File: config.mk
export PLATFORM = sky130hd
export DESIGN_NAME = annexb_nal_unit_splitter_top
export DESIGN_NICKNAME = d
export VERILOG_FILES = /design/src/abnsp_pkg.sv /design/src/annexb_nal_unit_splitter_top.sv
export SDC_FILE = /design/constraint.sdc
export NUM_CORES = 1
export LEC_CHECK = 0
export BUFFER_PORTS_ARGS = -buffer_cell sky130_fd_sc_hd__clkbuf_2
export CORE_ASPECT_RATIO = 1.25
export CORE_MARGIN = 2
export CORE_UTILIZATION = 62
export DETAILED_ROUTE_END_ITERATION = 8
export GPL_ROUTABILITY_DRIVEN = 0
export PLACE_DENSITY = 0.82
export RECOVER_POWER = 50
export SLEW_MARGIN = 20
export SYNTH_ARGS = -nofsm -noshare
export SYNTH_HDL_FRONTEND = slang
export SYNTH_SLANG_ARGS = --single-unit
File: constraint.sdc
create_clock -name clk -period 11.7 [get_ports clk]
set_input_delay 0.585 -clock clk [delete_from_list [all_inputs] [get_ports clk]]
set_output_delay 0.585 -clock clk [all_outputs]
set_load 0.01 [all_outputs]
File: src/abnsp_pkg.sv
`timescale 1ns / 1ps
// ----------------------------------------------------------------------------
// Annex-B NAL splitter package
// Shared widths, defaults and byte codes for the start-code NAL splitter.
// ----------------------------------------------------------------------------
package abnsp_pkg;

	localparam int unsigned MAX_RANGES_DEF = 4096;

	localparam int unsigned BYTE_W = 8;
	localparam int unsigned POS_W  = 32;
	localparam int unsigned IDX_W  = 12;
	localparam int unsigned ZR_W   = 2;

	// byte values that make up a start code
	localparam logic [BYTE_W-1:0] BYTE_ZERO = 8'h00;
	localparam logic [BYTE_W-1:0] BYTE_ONE  = 8'h01;

	// zero-run counter saturates here
	localparam logic [ZR_W-1:0] ZR_MAX = 2'd3;

endpackage

File: src/annexb_nal_unit_splitter_top.sv
`timescale 1ns / 1ps
// ----------------------------------------------------------------------------
// Annex-B NAL unit splitter, top level
// Finds 00 00 01 start codes in a byte stream and reports each NAL payload
// as an offset / length / index request, one byte accepted per cycle unless the result channel stalls.
// ----------------------------------------------------------------------------
// Pipeline: a byte accepted into the input register is decoded there, and its
//   result, if any, is captured in the result register (two register stages).
// Throughput: one byte per cycle while out_stall does not hold a full result
//   register; one decode pass (32-bit position adders) sits between the registers.
// Reset: arst_n clears valid_s1 and out_valid (not range_valid) and the stream
//   state (position, payload start, zero run, inside flag, unit count); the last
//   byte also returns the stream state to these values.
module annexb_nal_unit_splitter_top #(
	parameter int unsigned MAX_RANGES = abnsp_pkg::MAX_RANGES_DEF
) (
	input  logic                            clk,
	input  logic                            arst_n,
	// byte input channel
	input  logic                            in_valid,
	output logic                            in_stall,
	input  logic [abnsp_pkg::BYTE_W-1:0]    data_byte,
	input  logic                            last_byte,
	// result channel
	output logic                            out_valid,
	input  logic                            out_stall,
	output logic [abnsp_pkg::POS_W-1:0]     range_offset,
	output logic [abnsp_pkg::POS_W-1:0]     range_length,
	output logic [abnsp_pkg::IDX_W-1:0]     range_index,
	output logic                            range_valid,
	output logic                            end_of_stream
);

	// unit counter must hold MAX_RANGES itself (saturation point)
	localparam int unsigned CNT_W = $clog2(MAX_RANGES + 1);
	localparam logic [CNT_W-1:0] CNT_LIMIT = CNT_W'(MAX_RANGES);

	// ------------------------------------------------------------------
	// Input register stage
	// ------------------------------------------------------------------
	logic                           valid_s1;
	logic [abnsp_pkg::BYTE_W-1:0]   byte_s1;
	logic                           last_s1;

	// stream state
	logic [abnsp_pkg::POS_W-1:0]    byte_position_q;
	logic [abnsp_pkg::POS_W-1:0]    payload_start_q;
	logic [abnsp_pkg::ZR_W-1:0]     zero_run_q;
	logic                           inside_payload_q;
	logic [CNT_W-1:0]               range_count_q;

	// result register
	logic                           out_valid_q;
	logic [abnsp_pkg::POS_W-1:0]    offset_q;
	logic [abnsp_pkg::POS_W-1:0]    length_q;
	logic [abnsp_pkg::IDX_W-1:0]    index_q;
	logic                           rvalid_q;
	logic                           eos_q;

	// the stage-1 byte moves on whenever the result register is free or
	// being drained this cycle
	logic advance;
	logic fire;

	assign advance  = !out_valid_q || !out_stall;
	assign fire     = valid_s1 && advance;
	// hold the input while the decoded byte cannot move on
	assign in_stall = valid_s1 && !advance;

	always_ff @(posedge clk or negedge arst_n) begin
		if (!arst_n) begin
			valid_s1 <= 1'b0;
		end else if (!in_stall) begin
			valid_s1 <= in_valid;
		end
	end

	always_ff @(posedge clk) begin
		if (in_valid && !in_stall) begin
			byte_s1 <= data_byte;
			last_s1 <= last_byte;
		end
	end

	// ------------------------------------------------------------------
	// Decode pass
	// ------------------------------------------------------------------
	logic                           is_zero;
	logic                           start_code;
	logic [abnsp_pkg::POS_W-1:0]    pos_next;
	logic [abnsp_pkg::POS_W-1:0]    sc_end;
	logic [abnsp_pkg::POS_W-1:0]    sc_len;
	logic                           count_ok;
	logic                           have_sc;
	logic                           inside_next;
	logic [abnsp_pkg::POS_W-1:0]    pstart_next;
	logic [abnsp_pkg::ZR_W-1:0]     zero_run_next;
	logic [abnsp_pkg::POS_W-1:0]    tail_len;
	logic                           have_tail;
	logic                           emit;
	logic [abnsp_pkg::POS_W-1:0]    count_wide;

	assign is_zero    = (byte_s1 == abnsp_pkg::BYTE_ZERO);
	// two or more zeros followed by 01 completes a start code
	assign start_code = (byte_s1 == abnsp_pkg::BYTE_ONE) && zero_run_q[1];
	assign pos_next   = byte_position_q + abnsp_pkg::POS_W'(1);

	// drop the start code and, with three zeros seen, the leading zero too
	assign sc_end   = byte_position_q - ((zero_run_q == abnsp_pkg::ZR_MAX)
	                  ? abnsp_pkg::POS_W'(3) : abnsp_pkg::POS_W'(2));
	assign sc_len   = sc_end - payload_start_q;
	assign count_ok = (range_count_q < CNT_LIMIT);
	assign have_sc  = start_code && inside_payload_q && (sc_len != '0) && count_ok;

	assign inside_next = inside_payload_q || start_code;
	assign pstart_next = start_code ? pos_next : payload_start_q;

	always_comb begin
		priority if (start_code) begin
			zero_run_next = '0;
		end else if (is_zero) begin
			zero_run_next = (zero_run_q == abnsp_pkg::ZR_MAX) ? zero_run_q
			                : zero_run_q + abnsp_pkg::ZR_W'(1);
		end else begin
			zero_run_next = '0;
		end
	end

	// the last byte closes the open payload when no start code did
	assign tail_len  = pos_next - pstart_next;
	assign have_tail = last_s1 && !have_sc && inside_next && (tail_len != '0) && count_ok;

	assign emit       = fire && (have_sc || last_s1);
	assign count_wide = abnsp_pkg::POS_W'(range_count_q);

	// ------------------------------------------------------------------
	// Stream state: advance per decoded byte, clear after the last one
	// ------------------------------------------------------------------
	always_ff @(posedge clk or negedge arst_n) begin
		if (!arst_n) begin
			byte_position_q  <= '0;
			payload_start_q  <= '0;
			zero_run_q       <= '0;
			inside_payload_q <= 1'b0;
			range_count_q    <= '0;
		end else if (fire) begin
			if (last_s1) begin
				byte_position_q  <= '0;
				payload_start_q  <= '0;
				zero_run_q       <= '0;
				inside_payload_q <= 1'b0;
				range_count_q    <= '0;
			end else begin
				byte_position_q  <= pos_next;
				payload_start_q  <= pstart_next;
				zero_run_q       <= zero_run_next;
				inside_payload_q <= inside_next;
				if (have_sc) begin
					range_count_q <= range_count_q + CNT_W'(1);
				end
			end
		end
	end

	// ------------------------------------------------------------------
	// Result register
	// ------------------------------------------------------------------
	always_ff @(posedge clk or negedge arst_n) begin
		if (!arst_n) begin
			out_valid_q <= 1'b0;
		end else if (advance) begin
			out_valid_q <= emit;
		end
	end

	always_ff @(posedge clk) begin
		if (emit) begin
			rvalid_q <= have_sc || have_tail;
			eos_q    <= last_s1;
			priority if (have_sc) begin
				offset_q <= payload_start_q;
				length_q <= sc_len;
				index_q  <= count_wide[abnsp_pkg::IDX_W-1:0];
			end else if (have_tail) begin
				offset_q <= pstart_next;
				length_q <= tail_len;
				index_q  <= count_wide[abnsp_pkg::IDX_W-1:0];
			end else begin
				offset_q <= '0;
				length_q <= '0;
				index_q  <= '0;
			end
		end
	end

	assign out_valid     = out_valid_q;
	assign range_offset  = offset_q;
	assign range_length  = length_q;
	assign range_index   = index_q;
	assign range_valid   = rvalid_q;
	assign end_of_stream = eos_q;

	// ------------------------------------------------------------------
	// Assertions
	// ------------------------------------------------------------------
	// unit count never passes its saturation point
	a_count_limit: assert property (@(posedge clk) disable iff (!arst_n)
		range_count_q <= CNT_LIMIT)
		else $error("unit count above limit");

	// a decoded last byte leaves the stream state at its reset values
	a_last_clears: assert property (@(posedge clk) disable iff (!arst_n)
		fire && last_s1 |=> byte_position_q == '0 && !inside_payload_q
		&& range_count_q == '0)
		else $error("stream state not cleared after last byte");

	// a result without a unit carries zero fields
	a_empty_zero: assert property (@(posedge clk) disable iff (!arst_n)
		out_valid_q && !rvalid_q |-> offset_q == '0 && length_q == '0 && eos_q)
		else $error("empty result with non-zero fields");

	// a reported unit is never empty
	a_len_nonzero: assert property (@(posedge clk) disable iff (!arst_n)
		out_valid_q && rvalid_q |-> length_q != '0)
		else $error("empty unit reported");

endmodule

---- Yosys cells after proc, flatten, opt, wreduce, memory -nomap -nowiden ----
Index checks and enable logic that the tools add are counted.
word-level totals
  logic and storage cells ................. 68
  output and inout port bits .............. 80
  input port bits ......................... 13
  register bits after elaboration ......... 169
operators by class
  add/sub/neg operators ................... 6
  mux-type cells .......................... 17
  equality and inequality tests ........... 3
  order comparisons ....................... 1
  reductions and logical operators ........ 27
operators by type and width
  operator                                                         number
  32-bit 2-to-1 mux                                                7
  32-bit nonzero test                                              2
  32-bit subtractor                                                2
  32-bit by 1-bit adder with 32-bit output, second input constant  1
  32-bit by 2-bit subtractor with 32-bit output                    1
  13-bit 2-to-1 mux                                                2
  12-bit 2-to-1 mux                                                2
  13-bit by 1-bit adder with 13-bit output, second input constant  1
  13-bit less-than comparator, second input constant               1
  1-bit logical AND                                                12
  8-bit by 1-bit == test with 1-bit output, second input constant  1
  8-bit logical NOT                                                1
  2-bit 2-to-1 mux                                                 4
  1-bit logical NOT                                                5
  1-bit logical OR                                                 4
  4-bit inequality test, second input constant                     1
  2-bit AND reduction                                              2
  2-bit by 1-bit adder with 2-bit output, second input constant    1
  2-bit == test, second input constant                             1
  1-bit 2-to-1 mux                                                 2
  2-bit nonzero test                                               1

---- Longest topological paths before layout ----
Gate-level depths: netlist (run 1).
  word-level depth ........................ 14
  gate-level depth with buffers ........... 25
  depth with buffers taken out ............ 21

---- Worst setup path before layout (run 1) ----
Ideal clock, no wire load.
  path type ............................... reg-to-reg
  from .................................... reg zero_run_q[1] (netlist bit)
  to ...................................... reg eos_q, in the netlist end_of_stream (enable)
  period minus slack after synthesis ...... 8.018 ns
  path buffers ............................ 1
  cell stages (with the launch flop) ...... 18
  data arrival time ....................... 7.476 ns
  path slack .............................. 3.682 ns
  data required time ...................... 11.158 ns
  library setup time ...................... 0.542 ns
  cells stage by stage .................... dfrtp_1 ha_1 fa_1 inv_1 ha_1 nor2_1 fa_1 nand2b_1 a21oi_1 o2111ai_1 and4b_1 or4_1 nand3_1 a211oi_1 nand4_2 nand2_2 buf_4 a21oi_1
on the way
  word-level cells in the longest chain between the ends .. 9
  elaborated cells on any way between the ends .. 11
  those cells by class .................... 2 x add/sub; 1 x eq/ne; 1 x mux; 7 x reduce/logical
RTL lines
  item                                           line                                 RTL
  start, declared                                annexb_nal_unit_splitter_top.sv:48   logic [abnsp_pkg::ZR_W-1:0] zero_run_q;
  start signal, assigned                         annexb_nal_unit_splitter_top.sv:156  zero_run_q <= zero_run_next;
  2-bit == test                                  annexb_nal_unit_splitter_top.sv:109  assign sc_end = byte_position_q - ((zero_run_q == abnsp_pkg::ZR_MAX)
  1-bit 2-to-1 mux                               annexb_nal_unit_splitter_top.sv:110  ? abnsp_pkg::POS_W'(3) : abnsp_pkg::POS_W'(2));
  32-bit by 2-bit subtractor with 32-bit output  annexb_nal_unit_splitter_top.sv:109
  32-bit subtractor                              annexb_nal_unit_splitter_top.sv:111  assign sc_len = sc_end - payload_start_q;
  32-bit nonzero test                            annexb_nal_unit_splitter_top.sv:113  assign have_sc = start_code && inside_payload_q && (sc_len != '0) && count_ok;
  1-bit logical AND * (2 in a row)               annexb_nal_unit_splitter_top.sv:113
  1-bit logical OR *                             annexb_nal_unit_splitter_top.sv:133  assign emit = fire && (have_sc || last_s1);
  1-bit logical AND *                            annexb_nal_unit_splitter_top.sv:133
  via emit                                       annexb_nal_unit_splitter_top.sv:100  logic emit;
  end signal, assigned                           annexb_nal_unit_splitter_top.sv:179  eos_q <= last_s1;
  end, declared                                  annexb_nal_unit_splitter_top.sv:58   logic eos_q;
The timed path passes the listed nets; every way through them passes the cells marked *.
A chain may end at the register's enable or synchronous reset.

---- Worst setup path after layout (run 1) ----
  from .................................... reg byte_s1[2] (netlist bit)
  to ...................................... reg index_q (netlist bit range_index[11]), data pin
on the way
  word-level cells in the longest chain between the ends .. 12
  elaborated cells on any way between the ends .. 16
  those cells by class .................... 1 x add/sub; 1 x eq/ne; 3 x mux; 11 x reduce/logical
RTL lines
  item                                                       line                                 RTL
  start, declared                                            annexb_nal_unit_splitter_top.sv:42   logic [abnsp_pkg::BYTE_W-1:0] byte_s1;
  start signal, assigned                                     annexb_nal_unit_splitter_top.sv:80   byte_s1 <= data_byte;
  8-bit by 1-bit == test with 1-bit output *                 annexb_nal_unit_splitter_top.sv:105  assign start_code = (byte_s1 == abnsp_pkg::BYTE_ONE) && zero_run_q[1];
  1-bit logical AND *                                        annexb_nal_unit_splitter_top.sv:105
  branches (longest 9 deep; another with 32-bit subtractor)  n/a
  12-bit 2-to-1 mux *                                        annexb_nal_unit_splitter_top.sv:180  priority if (have_sc) begin
  end signal, assigned                                       annexb_nal_unit_splitter_top.sv:183  index_q <= count_wide[abnsp_pkg::IDX_W-1:0];
  end signal, assigned                                       annexb_nal_unit_splitter_top.sv:187  index_q <= count_wide[abnsp_pkg::IDX_W-1:0];
  end, declared                                              annexb_nal_unit_splitter_top.sv:56   logic [abnsp_pkg::IDX_W-1:0] index_q;
Mark *: on every way between the ends.

==> results.txt, run 1 <==
* Number of cells upsized or downsized after cts: 0
- IR analysis of the VDD net gives a maximum drop of 120 µV.
- The worst path meets setup with 4160 ps of slack.
* Standard cell core area: 20200 µm²
* Total die area: 22000 µm²
* Nature of the critical path startpoint: register
- Of all nets on the critical path, the largest fanout is 44.
- TritonCTS built the clock tree.
- Number of fill cells: 1619
- Pleak: 5.85 nW
* Count of endpoints failing setup in the final report: 0
- The area growth from synthesis to layout is 7.87%.
- Count of pins over their slew limit: 179
- Final standard cell utilization of the core: 68.7%
* Worst slack at placement: 4500 ps
* Run status: finished, violations left
* Flop and latch count out of synthesis: 169
* CTS clock-pin slew for the worst setup and hold paths: 80 ps
- The count of buffers added on input and output ports is 92.
* DRT Wirelength: 36.4 mm
* Most frequently used cell type in the post-synthesis netlist: inv_1
- Initial cell density of the core: 63.6%
* Commonest cells post-synth: inv_1 (150), nand2_1 (143), ha_1 (95)
- Based on the critical path, the design can be clocked at up to 0.133 GHz.
- Entering global routing, the biggest net connects 75 pins.
* Clock sink count: 169
- For this run, the register share of the synthesized area comes to 36.2%.
- For the final routed database, the setup TNS stands at 0 ps.
* Number of distinct library cell variants in the gate-level netlist after synthesis: 90
* Maximum level of the CTS H-tree: 4
* Proportion of layout cells with a drive suffix above 1: 5.85%
- The tool flagged a number of max-cap violations equal to 4.
* Shortest period the worst path allows: 7540 ps
* Final cycle utilization of the critical path: 64.4%
- Power Density: 126 nW/µm²
- Residual antenna-violating net count after detailed routing: 0
- Summed over its instances, the top area cell type makes up 20.3% of the synthesized netlist area.
- Arrival @ worst endpoint: 7690 ps
- 0 antenna diodes ended up in the layout.
- The initial antenna violation count is 0.
* Post-synth ARST share: 48.5%
* Avg WL per Cell: 20.3 µm
- Mean area per synthesized cell: 8.81 µm²
- Post-DR vias/cell: 6.52
* Clk Tree Root Cell: clkbuf_16
* Type of element capturing the critical path: register
* Required arrival time at the worst endpoint: 11850 ps
- Placement Rows: 58
- TritonCTS created 17 clock buffers.
- Detailed placement ended at an HPWL of 26.2 mm.
* Violations in the final reports: max-capacitance violations, max-slew violations
- The final-report hold violation count came to 0.
- Number of instances in the synthesized netlist: 1462
- Tightest hold margin: 307 ps
- CP Class: reg -> reg
* DRC violations left: 0
- TritonRoute pass-1 iters: 5
- Cell area after synthesis: 12900 µm²
- Global-route congestion overflow total: 0
* Area contributors post-synth: edfxtp_1 (20%), dfrtp_1 (16%), ha_1 (9.2%), inv_1 (4.4%), nand2_1 (4.2%)
* Cell area after layout: 13900 µm²
- For this run, the post-layout net count is 1620.
* Die Y: 165 µm
- The worst hold path belongs to the class in -> reg.
* Relative slew margins: -160%
* Synth Flop Type: edfxtp_1
* Source-to-sink clock delay at the later pin of the worst-skew pair: 450 ps
- Maximum count of clock buffers along a single path: 2
- Count of yosys warnings during synthesis: 0
* Vias post-DR: 11700
* Number of top-level design ports: 93
* Setup clock skew after layout: 12.6 ps
- Most area-hungry cell type in the Yosys netlist: edfxtp_1
- In this run, synthesis inferred 87 flip-flops with an integrated enable.
- First-pass GRT wire length: 57.5 mm
- For the pin with the worst max-slew slack, the measured transition is 3900 ps.
- Die Span X: 133 µm
- Setup repair after global routing missed its margin: false
- After the first detailed-routing iteration, the DRC count stood at 1168.
* Via count of the first global-routing pass: 11300
- For this run, the total global-route usage over all layers was measured as 33.5%.
* Syn Nets: 1573
- Cell area after placement: 13400 µm²
## registers in the layout, summed over array words and instances (netlist names), 2 cells and up
register / count
byte_position_q: 32
payload_start_q: 32
range_length: 32
range_offset: 32
range_count_q: 13
range_index: 12
byte_s1: 8
zero_run_q: 2
## power by group
group	total (W)	internal (W)	switching [W]
Clock	0.000584	0.000306	0.000278
Sequential	0.000661	0.000648	0.0000137
Combinational	0.000509	0.000187	0.000322
Total	0.00175	0.00114	0.000613
## layout by cell type (no fill, tap or decap), drive strengths merged, types with 17 or more instances in the layout
master	count
o22ai	86
dfrtp	82
nor2	73
nand3	40
nand4	26
nor3	33
clkbuf	113
a21oi	83
nand2	144
xnor2	58
a21o	21
ha	95
edfxtp	87
xor2	23
mux2i	27
o21ai	88
nand2b	47
o211ai	17
inv	158
## metal layers
layer / wire (µm) / global-route usage, % / share of wire [%] / up-vias
met2: 17400 / 55.8 / 48 / 619
li1: - / - / - / 5399
met4: 3280 / 28.3 / 9.0 / 0
met5: 0 / 0 / 0 / -
met3: 2410 / 4.58 / 6.6 / 206
met1: 13300 / 38.4 / 36 / 5468
## critical path, stage by stage (launching register included)
cell and delay (ps):
edfxtp_1 370, or4_1 530, or4_1 490, or2_0 810, o21ai_0 590, ha_1 260, inv_1 60, fa_1 400
a21oi_1 220, o21ai_0 140, a211o_1 390, nand4_1 200, a21oi_1 120, a221oi_1 370, xnor2_1 130, or4b_1 500
nor4_2 280, or2_2 560, buf_4 580, a21boi_0 220
## metrics by stage
| stage | power (W) | cells |
|---|---|---|
| finish | 0.00175 | 1792 |
| global route | 0.00182 | 1792 |
| CTS | 0.00174 | 1791 |
| detailed placement | 0.00117 | 1758 |
| global placement | 0.00116 | 1758 |
| floorplan | 0.00103 | 1462 |
## final cells by class
| type | count | area (µm²) | area share [%] |
|---|---|---|---|
| Multi-Input combinational cell | 1067 | 7280 | 52.3 |
| Sequential cell | 169 | 4660 | 33.6 |
| Inverter | 150 | 563 | 4.05 |
| Timing Repair Buffer | 104 | 457 | 3.29 |
| Clock buffer | 17 | 425 | 3.06 |
| Tap cell | 270 | 338 | 2.43 |
| Clock inverter | 15 | 176 | 1.27 |
## worst paths after layout
| kind | end | start | cells past startpoint | slack [ps] |
|---|---|---|---|---|
| max | range_index[11] | byte_s1[2] | 19 | 4160 |
| min | byte_s1[1] | data_byte[1] | 1 | 310 |
| max reg2reg | range_index[11] | byte_s1[2] | 19 | 4160 |
| min reg2reg | zero_run_q[0] | zero_run_q[0] | 1 | 500 |
| max in group asynchronous | byte_position_q[8] | arst_n | 3 | 6620 |
| min in group asynchronous | byte_position_q[24] | arst_n | 2 | 820 |
## logic make-up (layout without fill, tap and decap cells)
family / count (synthesis) / in the layout / synth area share, %
buffers and inverters: 226 / 286 / 7.19
multiplexers: 31 / 31 / 2.45
XOR/XNOR: 81 / 81 / 5.51
AO/OA/AOI/OAI: 406 / 406 / 20.9
AND/OR/NAND/NOR: 451 / 451 / 18.1
adder cells (fa/ha/maj): 98 / 98 / 9.69
flip-flops: 169 / 169 / 36.2
## timing repair
item / CTS / global route
hold buffers: 1 / 0
endpoints found under the hold margin: 7 / 0
setup buffers: 0 / 0
Power figures use the tool's default switching activity.
==> run 2: changes to the inputs <==
==> constraint.sdc (replaced) <==
create_clock -name clk -period 7.2 [get_ports clk]
set_input_delay 0.36 -clock clk [delete_from_list [all_inputs] [get_ports clk]]
set_output_delay 0.36 -clock clk [all_outputs]
set_load 0.01 [all_outputs]
==> results.txt, run 2 (synthesis results as in run 1) <==
- Run status: finished, violations left
* Detailed Place HPWL: 26.3 mm
- The tool flagged a number of max-cap violations equal to 4.
- CTS clock-pin slew for the worst setup and hold paths: 80 ps
- Max Clk Rate: 0.152 GHz
* Count of pins over their slew limit: 192
* Port Buffer Count: 92
- In this run the static leakage power is 5.92 nW.
- Nature of the critical path startpoint: register
- Clk Tree Root Cell: clkbuf_16
* Largest net degree at the start of global routing: 65
* Maximum level of the CTS H-tree: 4
- Worst hold path class: in -> reg
- Along the worst path, the maximum fanout reaches 25.
- The die covers 22000 µm².
- Die Y: 165 µm
* Number of buffers created by CTS: 17
- For this run the aggregate overflow at the end of global routing stands at 0.
* Number of fill cells: 1623
- Residual antenna-violating net count after detailed routing: 0
* Hold Startpoint: data_byte[4]
- Dividing the detail-routed wire length by the instance count gives 20.1 µm.
- Final #Nets: 1626
- Cell area after layout: 14000 µm²
* Launch point of the critical path: byte_position_q[1]
- Type of element capturing the critical path: register
* Required arrival time at the worst endpoint: 7370 ps
* Power Density: 204 nW/µm²
- At the pin with the least slew margin, the transition time is 3670 ps.
- The checks that failed: max-capacitance violations, max-slew violations.
- Post-CTS setup buffer count: 0
- Clock sink count: 169
- Detailed routing inserted a total of 11800 vias.
* DRC violations left: 0
* Cell total after placement: 1765
- In this run the core area contains 58 standard-cell rows.
* Antenna diodes: 0
- Setup repair after global routing missed its margin: false
- In this run the register-to-register setup slack is 640 ps.
- Setup clock skew after layout: 14.8 ps
- First-pass GRT wire length: 56.7 mm
* Largest vdd supply drop: 183 µV
- The number of global-route vias before repair is 11100.
* Die Span X: 133 µm
- In the layout the commonest cells are inv_1 (150), nand2_1 (143), ha_1 (95).
* Arrival @ worst endpoint: 6730 ps
- Of the cells placed in the final design, the portion with a size suffix greater than 1 is 6.54%.
- Setup violations remaining at the end of the flow were counted as 0.
- After floorplanning, the core was sized to cover 20200 µm².
- For the finished layout, the period the worst path requires is 6560 ps.
- The startpoint identified for the worst register-to-register timing path is byte_position_q[1].
- After detailed placement, the total cell area comes to 13500 µm².
- Final cycle utilization of the critical path: 91.1%
- Compared with the post-synthesis result, the final layout area differs by 8.67%.
- The clock passes through at most 2 buffers.
- Pin placement for this block handled 93 I/O pins.
- TritonRoute pass-1 iters: 6
- The initial antenna violation count is 0.
- After detailed routing, the total wire length is 36.1 mm.
* All-Layer GR Usage: 33.0%
- Adding up every negative setup slack in the final design gives 0 ps.
- For this block, the initial DRC count from the detailed router was 1464.
* Initial cell density of the core: 63.6%
* Leading cell type in the layout, fill and taps excluded: inv_1
- For the worst-skew pair, the clock arrives at the later sink with an insertion delay of 450 ps.
- Hold violation total from the final report: 0
- TritonCTS built the clock tree.
* Final standard cell utilization of the core: 69.2%
- By startpoint and endpoint, the worst setup path is classified as reg -> reg.
* Number of standard cells in the final layout excluding fillers: 1798
- Post-DR vias/cell: 6.57
* Relative slew margins: -145%
run 2: worst paths after layout:
path | endpoint | depth (start not counted)
max | range_index[5] | 22
min | byte_s1[4] | 1
max reg2reg | range_index[5] | 22
min reg2reg | zero_run_q[0] | 1
max in group asynchronous | payload_start_q[3] | 3
min in group asynchronous | byte_position_q[0] | 2
run 2: stage by stage:
stage | hold WS (ps) | setup slack (ps) | total power [W]
after global routing | 75.3 | 208 | 0.00296
after CTS | 80.4 | 797 | 0.00284
after global placement | 267 | 1110 | 0.00188
final | 81.9 | 641 | 0.00286
after detailed placement | 268 | 854 | 0.00189
after floorplan | 64.4 | 964 | 0.00167
run 2: critical path: stages, from the launching register on:
cell      delay, ps
dfrtp_1         470
ha_1            320
and4_1          250
nand4_1         310
nor3_1          450
and2_1          330
nand2_1         130
nor4_1          270
xnor2_1         180
mux2i_1         300
ha_1            420
nand2_1         110
nor2_1           50
a211oi_1        360
o21ai_0         160
a21o_1          200
a221oi_1        330
xnor2_1         140
or4b_1          490
nor4_2          260
or2_2           200
buf_4           350
a21boi_0        150
run 2: layout make-up:
type                       instances  area, µm²  share of cell area, %
timing repair buffer             110        519                   3.71
inverter                         150        563                   4.02
multi-input combinational       1067       7310                   52.2
clock buffer                      18        439                   3.14
sequential                       169       4660                   33.3
tap                              270        338                   2.41
clock inverter                    14        170                   1.22
run 2: routing by layer:
metal	global-route usage [%]	vias to the layer above	wire length, µm
met4	24.9	0	2870
met5	0	-	0
met2	54.7	636	17500
li1	-	5415	-
met3	5.07	196	2320
met1	39.0	5568	13400
run 2: repair_timing:
| item | in CTS | in global routing |
|---|---|---|
| resized for setup | 0 | 0 |
| endpoints found under the hold margin | 18 | 0 |
| hold buffers | 1 | 0 |
run 2: report_power, final:
part / switching [W] / internal (W)
combinational: 0.000518 / 0.000304
sequential: 0.0000220 / 0.00105
clock: 0.000452 / 0.000508
